File: src/hdl/rlt_pkg.sv
// ----------------------------------------------------------------------------
// Reentrant lock table package
// Command and status codes, default sizes and the controller/datapath
// interface types shared by the lock table modules.
// ----------------------------------------------------------------------------
package rlt_pkg;

  // Default sizes for the top-level parameters.
  localparam int LOCK_SLOTS_DEF = 64;
  localparam int TASK_COUNT_DEF = 32;
  localparam int COUNT_BITS_DEF = 8;

  // Fixed field widths of the command and result beats.
  localparam int CMD_W     = 3;
  localparam int LOCK_ID_W = 6;
  localparam int TASK_ID_W = 5;
  localparam int STATUS_W  = 3;
  localparam int WOKEN_W   = 32;

  // Command codes.
  localparam logic [CMD_W-1:0] CMD_CREATE        = 3'd0;
  localparam logic [CMD_W-1:0] CMD_TRY_LOCK      = 3'd1;
  localparam logic [CMD_W-1:0] CMD_UNLOCK        = 3'd2;
  localparam logic [CMD_W-1:0] CMD_DESTROY       = 3'd3;
  localparam logic [CMD_W-1:0] CMD_ADD_WAITER    = 3'd4;
  localparam logic [CMD_W-1:0] CMD_REMOVE_WAITER = 3'd5;

  // Result status codes.
  localparam logic [STATUS_W-1:0] ST_ACQUIRED = 3'd0;
  localparam logic [STATUS_W-1:0] ST_REFUSED  = 3'd1;
  localparam logic [STATUS_W-1:0] ST_UNKNOWN  = 3'd2;
  localparam logic [STATUS_W-1:0] ST_FULL     = 3'd3;
  localparam logic [STATUS_W-1:0] ST_DONE     = 3'd4;

  // Commands from the controller to the datapath.
  typedef struct packed {
    logic capture;  // latch the accepted command and read its slot
    logic commit;   // update the slot and load the result register
  } ctl_cmd_t;

  // Status from the datapath to the controller.
  typedef struct packed {
    logic out_busy;  // result register holds a beat that is not taken
  } dp_status_t;

endpackage

File: src/hdl/rlt_controller.sv
// ----------------------------------------------------------------------------
// Reentrant lock table controller
// Two-state sequencer: accept a command beat, then commit it once the
// result register is free.
// ----------------------------------------------------------------------------
module rlt_controller
  import rlt_pkg::*;
(
  input  logic       clk,
  input  logic       rst,
  input  logic       in_valid,
  output logic       in_ready,
  input  dp_status_t dps,
  output ctl_cmd_t   ctl
);

  typedef enum logic [1:0] {
    S_IDLE = 2'b01,
    S_EXEC = 2'b10
  } state_t;

  state_t state;
  state_t state_next;

  // Handshake and datapath commands.
  assign in_ready    = (state == S_IDLE);
  assign ctl.capture = in_valid && (state == S_IDLE);
  assign ctl.commit  = (state == S_EXEC) && !dps.out_busy;

  // Next state.
  always_comb begin
    state_next = state;
    case (state)
      S_IDLE: begin
        if (in_valid) state_next = S_EXEC;
      end
      S_EXEC: begin
        if (!dps.out_busy) state_next = S_IDLE;
      end
      default: begin
        state_next = S_IDLE;
      end
    endcase
  end

  // State register.
  always_ff @(posedge clk) begin
    if (rst) begin
      state <= S_IDLE;
    end else begin
      state <= state_next;
    end
  end

endmodule

File: src/hdl/rlt_datapath.sv
// ----------------------------------------------------------------------------
// Reentrant lock table datapath
// In-use flags, slot memory, free-slot search, per-command slot update and
// the result register.
// ----------------------------------------------------------------------------
module rlt_datapath
  import rlt_pkg::*;
#(
  parameter int LOCK_SLOTS = LOCK_SLOTS_DEF,
  parameter int TASK_COUNT = TASK_COUNT_DEF,
  parameter int COUNT_BITS = COUNT_BITS_DEF
) (
  input  logic                 clk,
  input  logic                 rst,
  input  ctl_cmd_t             ctl,
  output dp_status_t           dps,
  input  logic [CMD_W-1:0]     command,
  input  logic [LOCK_ID_W-1:0] lock_id,
  input  logic [TASK_ID_W-1:0] task_id,
  input  logic                 reentrant_mode,
  output logic                 out_valid,
  input  logic                 out_ready,
  output logic [STATUS_W-1:0]  status,
  output logic [LOCK_ID_W-1:0] new_lock,
  output logic [WOKEN_W-1:0]   woken_tasks
);

  // Only slots that the lock id field can address are ever used.
  localparam int ADDRESSABLE = 1 << LOCK_ID_W;
  localparam int SLOTS  = (LOCK_SLOTS < ADDRESSABLE) ? LOCK_SLOTS : ADDRESSABLE;
  localparam int SLOT_W = $clog2(SLOTS);
  localparam int VIS    = (TASK_COUNT < WOKEN_W) ? TASK_COUNT : WOKEN_W;
  localparam logic [COUNT_BITS-1:0] COUNT_MAX = '1;

  typedef struct packed {
    logic                  reentrant;
    logic [COUNT_BITS-1:0] count;
    logic [TASK_ID_W-1:0]  owner;
    logic [TASK_COUNT-1:0] waiters;
  } entry_t;

  logic [SLOTS-1:0]  in_use;
  entry_t            mem [SLOTS];
  entry_t            rd_entry;

  logic [CMD_W-1:0]     cmd_q;
  logic [SLOT_W-1:0]    idx_q;
  logic [TASK_ID_W-1:0] task_q;
  logic                 mode_q;
  logic                 known_q;
  logic                 free_found_q;
  logic [SLOT_W-1:0]    free_idx_q;

  logic [SLOTS-1:0]  free_vec;
  logic [SLOTS-1:0]  free_low;
  logic [SLOT_W-1:0] free_idx;
  logic              known;

  entry_t                entry_next;
  logic                  wr_en;
  logic [SLOT_W-1:0]     wr_addr;
  logic [STATUS_W-1:0]   status_next;
  logic [LOCK_ID_W-1:0]  new_lock_next;
  logic [TASK_COUNT-1:0] woken_bm;
  logic [WOKEN_W-1:0]    woken_next;
  logic [TASK_COUNT-1:0] task_bit;
  logic                  task_ok;
  logic                  slot_cmd;
  logic                  release_partial;

  // Lookup of the addressed slot and the lowest free slot.
  always_comb begin
    known    = (int'(lock_id) < SLOTS) && in_use[lock_id[SLOT_W-1:0]];
    free_vec = ~in_use;
    free_low = free_vec & (~free_vec + SLOTS'(1));
    free_idx = '0;
    for (int i = 0; i < SLOTS; i++) begin
      if (free_low[i]) free_idx = free_idx | SLOT_W'(i);
    end
  end

  // Command capture at the accepting edge.
  always_ff @(posedge clk) begin
    if (ctl.capture) begin
      cmd_q        <= command;
      idx_q        <= lock_id[SLOT_W-1:0];
      task_q       <= task_id;
      mode_q       <= reentrant_mode;
      known_q      <= known;
      free_found_q <= |free_vec;
      free_idx_q   <= free_idx;
    end
  end

  // Slot memory: one write port, one registered read port.
  always_ff @(posedge clk) begin
    if (ctl.commit && wr_en) mem[wr_addr] <= entry_next;
    if (ctl.capture) rd_entry <= mem[lock_id[SLOT_W-1:0]];
  end

  // Slot update and result for the captured command.
  always_comb begin
    entry_next      = rd_entry;
    wr_en           = 1'b0;
    wr_addr         = idx_q;
    status_next     = ST_REFUSED;
    new_lock_next   = '0;
    woken_bm        = '0;
    task_bit        = TASK_COUNT'(1) << task_q;
    task_ok         = int'(task_q) < TASK_COUNT;
    slot_cmd        = (cmd_q >= CMD_TRY_LOCK) && (cmd_q <= CMD_REMOVE_WAITER);
    release_partial = rd_entry.reentrant && (rd_entry.count > COUNT_BITS'(1));

    if (cmd_q == CMD_CREATE) begin
      if (free_found_q) begin
        entry_next.reentrant = mode_q;
        entry_next.count     = '0;
        entry_next.owner     = '0;
        entry_next.waiters   = '0;
        wr_en                = 1'b1;
        wr_addr              = free_idx_q;
        status_next          = ST_DONE;
        new_lock_next        = LOCK_ID_W'(free_idx_q);
      end else begin
        status_next = ST_FULL;
      end
    end else if (slot_cmd && !known_q) begin
      status_next = ST_UNKNOWN;
    end else begin
      case (cmd_q)
        CMD_TRY_LOCK: begin
          if (rd_entry.count == '0) begin
            entry_next.count = COUNT_BITS'(1);
            entry_next.owner = rd_entry.reentrant ? task_q : '0;
            wr_en            = 1'b1;
            status_next      = ST_ACQUIRED;
          end else if (rd_entry.reentrant && (rd_entry.owner == task_q) &&
                       (rd_entry.count != COUNT_MAX)) begin
            entry_next.count = rd_entry.count + COUNT_BITS'(1);
            wr_en            = 1'b1;
            status_next      = ST_ACQUIRED;
          end
        end
        CMD_UNLOCK: begin
          if (release_partial) begin
            entry_next.count = rd_entry.count - COUNT_BITS'(1);
          end else begin
            entry_next.count   = '0;
            entry_next.owner   = '0;
            entry_next.waiters = '0;
            woken_bm           = rd_entry.waiters;
          end
          wr_en       = 1'b1;
          status_next = ST_DONE;
        end
        CMD_DESTROY: begin
          // The release of the final hold wakes the waiters; the slot is then freed.
          if (!release_partial) woken_bm = rd_entry.waiters;
          entry_next  = '0;
          wr_en       = 1'b1;
          status_next = ST_DONE;
        end
        CMD_ADD_WAITER: begin
          if (task_ok) entry_next.waiters = rd_entry.waiters | task_bit;
          wr_en       = 1'b1;
          status_next = ST_DONE;
        end
        CMD_REMOVE_WAITER: begin
          if (task_ok) entry_next.waiters = rd_entry.waiters & ~task_bit;
          wr_en       = 1'b1;
          status_next = ST_DONE;
        end
        default: begin
          status_next = ST_REFUSED;
        end
      endcase
    end

    // Only the low waiter bits are visible in the result.
    woken_next          = '0;
    woken_next[VIS-1:0] = woken_bm[VIS-1:0];
  end

  // In-use flags.
  always_ff @(posedge clk) begin
    if (rst) begin
      in_use <= '0;
    end else if (ctl.commit) begin
      if ((cmd_q == CMD_CREATE) && free_found_q) in_use[free_idx_q] <= 1'b1;
      if ((cmd_q == CMD_DESTROY) && known_q) in_use[idx_q] <= 1'b0;
    end
  end

  // Result register.
  always_ff @(posedge clk) begin
    if (rst) begin
      out_valid <= 1'b0;
    end else if (ctl.commit) begin
      out_valid <= 1'b1;
    end else if (out_ready) begin
      out_valid <= 1'b0;
    end
  end

  always_ff @(posedge clk) begin
    if (ctl.commit) begin
      status      <= status_next;
      new_lock    <= new_lock_next;
      woken_tasks <= woken_next;
    end
  end

  assign dps.out_busy = out_valid && !out_ready;

endmodule

File: src/hdl/reentrant_lock_table_top.sv
// ----------------------------------------------------------------------------
// Reentrant lock table
// Table of lock slots with create, try-lock, unlock, destroy and waiter
// bookkeeping; one result beat for every command beat.
// ----------------------------------------------------------------------------
//  channel   handshake             payload
//  command   in_valid / in_ready   command, lock_id, task_id, reentrant_mode
//  result    out_valid / out_ready status, new_lock, woken_tasks
//
// The accepting edge latches a command beat and reads the slot memory; the commit
// step then updates the slot and loads the result register.
// A new command is accepted while an earlier result still waits to be taken.
// A stalled result holds the command in its update step until the register frees.
// Reset clears the in-use flags, the result valid flag and the sequencer state;
// slot memory needs no clearing pass, since a slot is rewritten when it is created.
module reentrant_lock_table_top
  import rlt_pkg::*;
#(
  parameter int LOCK_SLOTS = LOCK_SLOTS_DEF,
  parameter int TASK_COUNT = TASK_COUNT_DEF,
  parameter int COUNT_BITS = COUNT_BITS_DEF
) (
  input  logic                 clk,
  input  logic                 rst,
  input  logic                 in_valid,
  output logic                 in_ready,
  input  logic [CMD_W-1:0]     command,
  input  logic [LOCK_ID_W-1:0] lock_id,
  input  logic [TASK_ID_W-1:0] task_id,
  input  logic                 reentrant_mode,
  output logic                 out_valid,
  input  logic                 out_ready,
  output logic [STATUS_W-1:0]  status,
  output logic [LOCK_ID_W-1:0] new_lock,
  output logic [WOKEN_W-1:0]   woken_tasks
);

  ctl_cmd_t   ctl;
  dp_status_t dps;

  // Sequencer.
  rlt_controller u_ctrl (
    .clk      (clk),
    .rst      (rst),
    .in_valid (in_valid),
    .in_ready (in_ready),
    .dps      (dps),
    .ctl      (ctl)
  );

  // Slot storage and update logic.
  rlt_datapath #(
    .LOCK_SLOTS (LOCK_SLOTS),
    .TASK_COUNT (TASK_COUNT),
    .COUNT_BITS (COUNT_BITS)
  ) u_dp (
    .clk            (clk),
    .rst            (rst),
    .ctl            (ctl),
    .dps            (dps),
    .command        (command),
    .lock_id        (lock_id),
    .task_id        (task_id),
    .reentrant_mode (reentrant_mode),
    .out_valid      (out_valid),
    .out_ready      (out_ready),
    .status         (status),
    .new_lock       (new_lock),
    .woken_tasks    (woken_tasks)
  );

`ifndef SYNTH
  // A commit never coincides with accepting a new command.
  a_no_overlap: assert property (@(posedge clk) disable iff (rst)
    !(ctl.commit && in_valid && in_ready))
    else $error("commit overlaps command accept");

  // An accepted command blocks the input for the following cycle.
  a_busy_after_accept: assert property (@(posedge clk) disable iff (rst)
    (in_valid && in_ready) |=> !in_ready)
    else $error("input ready right after accept");

  // A commit always presents a result beat.
  a_commit_valid: assert property (@(posedge clk) disable iff (rst)
    ctl.commit |=> out_valid)
    else $error("commit without result beat");

  // A full table gives no slot number.
  a_full_no_slot: assert property (@(posedge clk) disable iff (rst)
    (out_valid && (status == ST_FULL)) |-> (new_lock == '0))
    else $error("full result carries a slot number");

  // Only completed commands can report woken tasks.
  a_woken_done: assert property (@(posedge clk) disable iff (rst)
    (out_valid && (status != ST_DONE)) |-> (woken_tasks == '0))
    else $error("woken tasks on a non-done result");
`endif

endmodule
File: config.mk
export PLATFORM = sky130hd
export DESIGN_NAME = reentrant_lock_table_top
export DESIGN_NICKNAME = d
export VERILOG_FILES = /design/src/hdl/rlt_pkg.sv /design/src/hdl/rlt_controller.sv /design/src/hdl/rlt_datapath.sv /design/src/hdl/reentrant_lock_table_top.sv
export SDC_FILE = /design/constraint.sdc
export NUM_CORES = 2
export LEC_CHECK = 0
export BUFFER_PORTS_ARGS = -buffer_cell sky130_fd_sc_hd__buf_2
export CAP_MARGIN = 25
export CORE_MARGIN = 2
export CORE_UTILIZATION = 25
export DETAILED_ROUTE_END_ITERATION = 16
export SYNTH_ARGS = -nofsm -noshare
export SYNTH_HDL_FRONTEND = slang
export SYNTH_SLANG_ARGS = --single-unit
File: constraint.sdc
create_clock -name clk -period 9.7 [get_ports clk]
set_input_delay 1.94 -clock clk [delete_from_list [all_inputs] [get_ports clk]]
set_output_delay 1.94 -clock clk [all_outputs]
set_load 0.02 [all_outputs]
; Word level (Yosys, flattened, before mapping)
; Memory sizes are Yosys's and may differ from the RTL's. A register that Yosys moved wholly into a read port is not among the register bits.
; Cells that the tools add are included.
[totals]
output_inout_bits = 43
elab_cells = 255
register_bits = 131
latchBits = 0
ram_bits = 2944
romBits = 0
inputBits = 19
mem_count = 1
[op_classes]
n_mul = 0
bitwise = 9
order_cmp = 8
n_shift = 1
reduce_logical = 28
div = 0
add_sub_neg = 3
n_eq_ne = 11
muxes = 176
[mem_list]
columns = memory, words, word_bits, read_ports, rd_clocked_by_memory_dff, wr, line
row1 = u_dp.mem, 64, 46, 1, 1, 1, rlt_datapath.sv:43  ; entry_t mem [SLOTS];
[ops]
columns = operator, n
row1 = $mux 32, 19
row2 = $mux 64, 8
row3 = $mux 46, 5
row4 = $not 64->64, 3
row5 = $mux 37, 4
row6 = $and 64x64->64, 2
row7 = $pmux 32 s4, 1
row8 = $mux 5, 21
row9 = $mux 8, 13
row10 = $mux 3, 27
row11 = $add 64x1->64 const B, 1
row12 = $mux 4, 16
row13 = $or 64x64->64, 1
row14 = $pmux 32 s2, 1
row15 = $reduce_or 64->1, 1
row16 = $pmux 13 s3, 1
row17 = $mux 1, 35
row18 = $and 32x32->32, 1
row19 = $not 32->32, 1
row20 = $or 32x32->32, 1
row21 = $reduce_or 32->1, 1
row22 = $shl 1x5->32 const A, 1
row23 = $mux 6, 5
row24 = $mux 13, 2
row25 = other kinds (32), 65

; Logic depth before layout (Yosys ltp)
[logic_depth]
ltp_word = 61
ltp_mapped = 9
mapped_depth_nobuf = 8

; Modules after synthesis
; From an unflattened synthesis, not the netlist that was laid out.
[unflattened]
cells_unflattened = 5235
hier_area_um2 = 121195.0
[modules_own_cells]
columns = mod, cells_each, seq_area_each_um2, instances, area_per_inst_um2
row1 = rlt_datapath, 5226, 93009.2, 1, 121107.4
row2 = rlt_controller, 9, 40.0, 1, 87.6

; Least setup slack after synthesis
; OpenSTA, ideal clock, no wires.
[synth_path]
path_type = input-to-reg
startpoint = input port out_ready
endpoint = memory u_dp.mem[52][0] (netlist bit) (enable)
arrival_ns = 7.017
setup_ns = 0.564
stages = 5
t_required_ns = 9.136
setup_slack_ns = 2.119
cell_sequence = nand2b_1 nand2_1 clkbuf_1 clkbuf_1 nor4_1
[synth_between]
elab_chain_len = 7
[synth_rtl]
columns = item, line
row1 = from (decl), reentrant_lock_table_top.sv:32  ; input logic out_ready,
row2 = $logic_not 1->1, rlt_datapath.sv:213  ; assign dps.out_busy = out_valid && !out_ready;
row3 = $logic_and 1x1->1, rlt_datapath.sv:213
row4 = $logic_not 1->1, rlt_controller.sv:28  ; assign ctl.commit = (state == S_EXEC) && !dps.out_busy;
row5 = $logic_and 1x1->1, rlt_controller.sv:28
row6 = $logic_and 1x1->1, rlt_datapath.sv:97  ; if (ctl.commit && wr_en) mem[wr_addr] <= entry_next;
row7 = $mux 1, rlt_datapath.sv:97
row8 = $mux 1 (not written as such), rlt_datapath.sv:97
row9 = to (decl), rlt_datapath.sv:43
; No other way between the ends.

; Worst setup path in the final report
[layout_path]
startpoint = register u_dp.cmd_q[0]
endpoint = memory u_dp.mem[17][12] (netlist bit) (enable)
[layout_between]
elab_chain_len = 11
word_cells_on_any_way = 21
classes_between = 2 x order compare / 5 x eq/ne / 9 x mux / 5 x reduce/logical
[layout_rtl]
columns = item, line
row1 = from (decl), rlt_datapath.sv:46  ; logic [CMD_W-1:0] cmd_q;
row2 = from (signal assigned), rlt_datapath.sv:85  ; cmd_q <= command;
row3 = $eq 3x2->1 / $eq 3x3->1 (equally long branches), rlt_datapath.sv:130  ; case (cmd_q)
row4 = $reduce_or 4->1 (no line), -
row5 = $pmux 1 s2, rlt_datapath.sv:130
row6 = $mux 1, rlt_datapath.sv:127  ; end else if (slot_cmd && !known_q) begin
row7 = $mux 1, rlt_datapath.sv:114  ; if (cmd_q == CMD_CREATE) begin
row8 = $mux 1, rlt_datapath.sv:127
row9 = $mux 1 (2 in a row), rlt_datapath.sv:114
row10 = $logic_and 1x1->1, rlt_datapath.sv:97
row11 = $mux 1, rlt_datapath.sv:97
row12 = $mux 1 (not written as such), rlt_datapath.sv:97
; Parallel ways exist; a longest one is shown, timed or not. The select of a mux whose other input is x is not followed.

==> impl_metrics.py <==
metrics = {
    "timing": {
        "max_freq_mhz": 193.8,
        "post-route-period-util": 0.5320,
        "slew_violations": 0,
        "fin_ws_ns": 4.539,
        "worst_pin_slew_ns": 1.296,
        "slew_headroom": 0.1358,
        "clock-skew-final_ns": 0.1302,
        "finalSetupViolations": 0,
        "rsz0062_at_grt": "no",
        "setup-tns-final_ns": 0,
        "finalHoldViolCount": 0,
        "post-route-min-period_ns": 5.161,
    },
    "worst_hold_path": {
        "hold_path_class": "register to register",
    },
    "layout": {
        "fin_cells": 12320,
        "layout-drive-gt1-share": 0.3082,
        "layout.nets": 5663,
        "syn2layout_area_growth_pct": 16.85,
    },
    "die": {
        "core_region_area_um2": 482400,
        "dieArea_um2": 490200,
        "die_w_um": 700.1,
        "dieHeight_um": 700.1,
        "row_count": 255,
        "initial_utilization": 0.2511,
        "pin_count": 62,
    },
    "setup_path": {
        "path_class": "register to register",
        "cp.arrival_ns": 5.65,
        "crit_required_ns": 10.19,
        "crit_chain": "nor4b_4 -> buf_4 -> nand3b_1 -> o21ai_0 -> nand2_1 -> nor4_2 -> buf_4",
        "slowest_delay_ns": 0.95,
        "cp-end-kind": "register",
        "critical_path.slowest_cell": "nor4_2",
        "startpoint_type": "register",
        "path_max_fanout": 28,
        "cpMostUsedCell": "buf_4",
    },
    "synthesis": {
        "synth_edf_count": 3054,
        "async_reset_ff_frac": 0,
        "synth-seq-cells": 3121,
        "seq_area_frac_synth": 0.7680,
        "synthesis.nets": 5313,
        "yosys_warnings": 0,
        "synth.distinct_cells": 68,
        "syn_area_per_cell_um2": 22.90,
        "ys.flop_type": "edfxtp_1",
        "synthCells": 5291,
        "synthesis.area_um2": 121200,
    },
    "clock_tree": {
        "clkLatencyLatePin_ns": 0.93,
        "ctsHoldBuffers": 0,
        "cts.clk_slew.worst_paths_ns": 0.06,
        "root_buffer": "clkbuf_16",
        "cts_sinks": 3121,
        "clock_tree.buffer_depth": 4,
        "cts_buffers": 325,
        "cts_resized": 0,
        "post_cts_buffers": 0,
        "cts.htree.levels": 5,
        "cts_tree": "done",
    },
    "route": {
        "vias": 60960,
        "dr.pass1.iters": 6,
        "drt-total-wl_um": 351500,
        "viasPerCell": 4.949,
        "first_iter_violations": 8981,
        "post_drt_wl_per_cell_um": 28.53,
        "antenna_left": 0,
        "post-route-drc-count": 0,
    },
    "placement": {
        "hpwl_um": 185000,
        "globalplace.congestion": 0.8082,
        "io_buffers": 61,
        "place_inst": 11730,
        "dp_slack_ns": 3.935,
    },
    "pwr": {
        "leakage_nw": 42.48,
        "swShare": 0.2181,
        "finalPower_mw": 28.56,
        "seqPwrFrac": 0.531,
        "combPwrFrac": 0.053,
        "p_int_mw": 22.33,
        "power.density_nw_per_um2": 201.7,
        "ir_worst_vdd_mv": 0.1404,
        "p_switching_mw": 6.230,
        "pwr-share-clk": 0.416,
    },
    "grt": {
        "gr-total-overflow": 0,
        "grt_use_met3": 0.03366,
        "grtUsageMet2": 0.2245,
        "antenna_found_initial": 21,
        "grt_pass1_wl_um": 483500,
        "first_global_vias": 60860,
        "grt_usage": 0.1385,
        "grt-busiest-layer": "met2",
        "met1_usage": 0.1817,
        "grt_start_max_net_pins": 152,
    },
    "outcome": {
        "outcome": "finished, final reports clean",
    },
    "flow_run": {
        "maxCapViolCount": 0,
    },
}
cells in the final DEF, fill, tap and decap left out, types with 6 or more instances in the layout:
master      Yosys  final
o21ai_0        75     46
diode_2         0      7
nand2_1       116    115
nand2b_1       15     15
nor4_1         59      6
a21oi_1       122    120
dfxtp_1        67     67
nor3_1         26     25
o21ai_1        20     21
clkinv_1        0     81
nor2b_1        26     24
inv_1          22     21
a211oi_1       80     77
nor2_1         53     51
nand3b_1        9      9
clkinvlp_4      0     11
a22oi_1        77     77
mux4_2        940    940
buf_12          0     20
o21ai_4         0     26
nand4_1        13     13
nor3b_1         7      7
and2_1         46     44
and3_1         10      9
nor4_2         12     54
clkbuf_1      171     60
a31oi_1        14     14
clkinv_2        0     53
buf_2          76     56
nor4_4          1     12
buf_4          14    221
nand3_1        36     35
clkbuf_16       0    331
edfxtp_1     3054   3054
bufinv_16       0     16
mux2i_1        12     12
buf_16          0     12
cells in the mapped netlist (all sizes together) (9+ instances only):
cell / number / share of area
mux4: 940 / 0.17
mux2i: 12 / 0.00099
nor2: 53 / 0.0016
nor3: 28 / 0.0012
clkbuf: 171 / 0.0053
nand2: 117 / 0.0036
nor2b: 26 / 0.0013
edfxtp: 3054 / 0.76
nand2b: 15 / 0.00077
and2: 46 / 0.0024
nand4: 13 / 0.00067
nand3: 36 / 0.0015
a31oi: 14 / 0.00072
inv: 22 / 0.00068
nand3b: 9 / 0.00056
nor4: 72 / 0.0045
o21ai: 95 / 0.0039
a22oi: 77 / 0.0048
a211oi: 80 / 0.0050
buf: 119 / 0.0055
dfxtp: 67 / 0.011
and3: 10 / 0.00052
a21oi: 123 / 0.0052
layout make-up:
cell class	count	area, um^2
clock buffer	392	8522
timing repair buffer	313	2726
multi-input combinational	1858	27650
clock inverter	180	1486
inverter	22	83.83
tap	6425	8039
sequential	3121	93050
fill	46380	340800
antenna	7	17.52
power groups by stage:
| stage | clock network (mW) | registers (mW) | logic (mW) |
|---|---|---|---|
| after floorplan | 0 | 15.5 | 0.951 |
| after global placement | 0 | 15.4 | 1.43 |
| after global routing | 12.6 | 15.2 | 1.60 |
| after CTS | 12.1 | 15.2 | 1.50 |
| final | 11.9 | 15.2 | 1.51 |
| after detailed placement | 0 | 15.4 | 1.50 |
logic make-up (layout without fill, tap and decap cells):
logic type	count (synthesis)	in the layout	synth area share
DFF	3121	3121	0.7680
muxes	952	952	0.1757
and+or+nand+nor	456	456	0.02081
AOI/OAI and AO/OA	440	440	0.02312
buffers and inverters	312	907	0.01150
xor gates and xnor gates	7	7	0.0005060
adders and majority gates	3	3	0.0003099
other	0	7	0
worst max-delay path: cells and delay by family (launching register included):
kind | cells | cell delay [ns]
AND/OR/NAND/NOR | 4 | 2.32
buffers and inverters | 2 | 1.21
flip-flops | 1 | 0.70
AO/OA/AOI/OAI | 1 | 0.44
registers in the layout (all words and copies together), names as in the netlist:
register,cells
u_dp.free_found_q,1
u_dp.status,3
u_dp.rd_entry,46
u_dp.known_q,1
u_ctrl.state,2
u_dp.idx_q,6
u_dp.task_q,5
u_dp.woken_tasks,32
u_dp.free_idx_q,6
u_dp.in_use,64
u_dp.out_valid,1
u_dp.mem,2944
u_dp.mode_q,1
u_dp.cmd_q,3
u_dp.new_lock,6
layer usage:
layer / up-vias / part of all wire
met2: 3511 / 0.48
li1: 23550 / -
met1: 33200 / 0.38
met4: 14 / 0.036
met5: - / 0.00029
met3: 689 / 0.11
worst paths after layout:
kind / from / endpoint / slack [ns] / depth (start not counted)
setup / recovery: u_dp.cmd_q[0] / u_dp.mem[17][12] / 4.54 / 7
hold / removal: u_ctrl.state[1] / u_dp.out_valid / 0.50 / 2
setup reg to reg: u_dp.cmd_q[0] / u_dp.mem[17][12] / 4.54 / 7
hold reg to reg: u_ctrl.state[1] / u_dp.out_valid / 0.50 / 2
per-stage QoR:
stage / utilization / hold slack (ns) / instance area, um^2
floorplan: - / 0.4583 / 121200
global placement: 0.2717 / 0.4699 / 131100
detailed placement: 0.2724 / 0.4889 / 131400
CTS: 0.2932 / 0.5051 / 141400
global route: 0.2934 / 0.5378 / 141600
finish: 0.2935 / 0.4971 / 141600
Note: power is estimated with default switching activity, not from simulation.
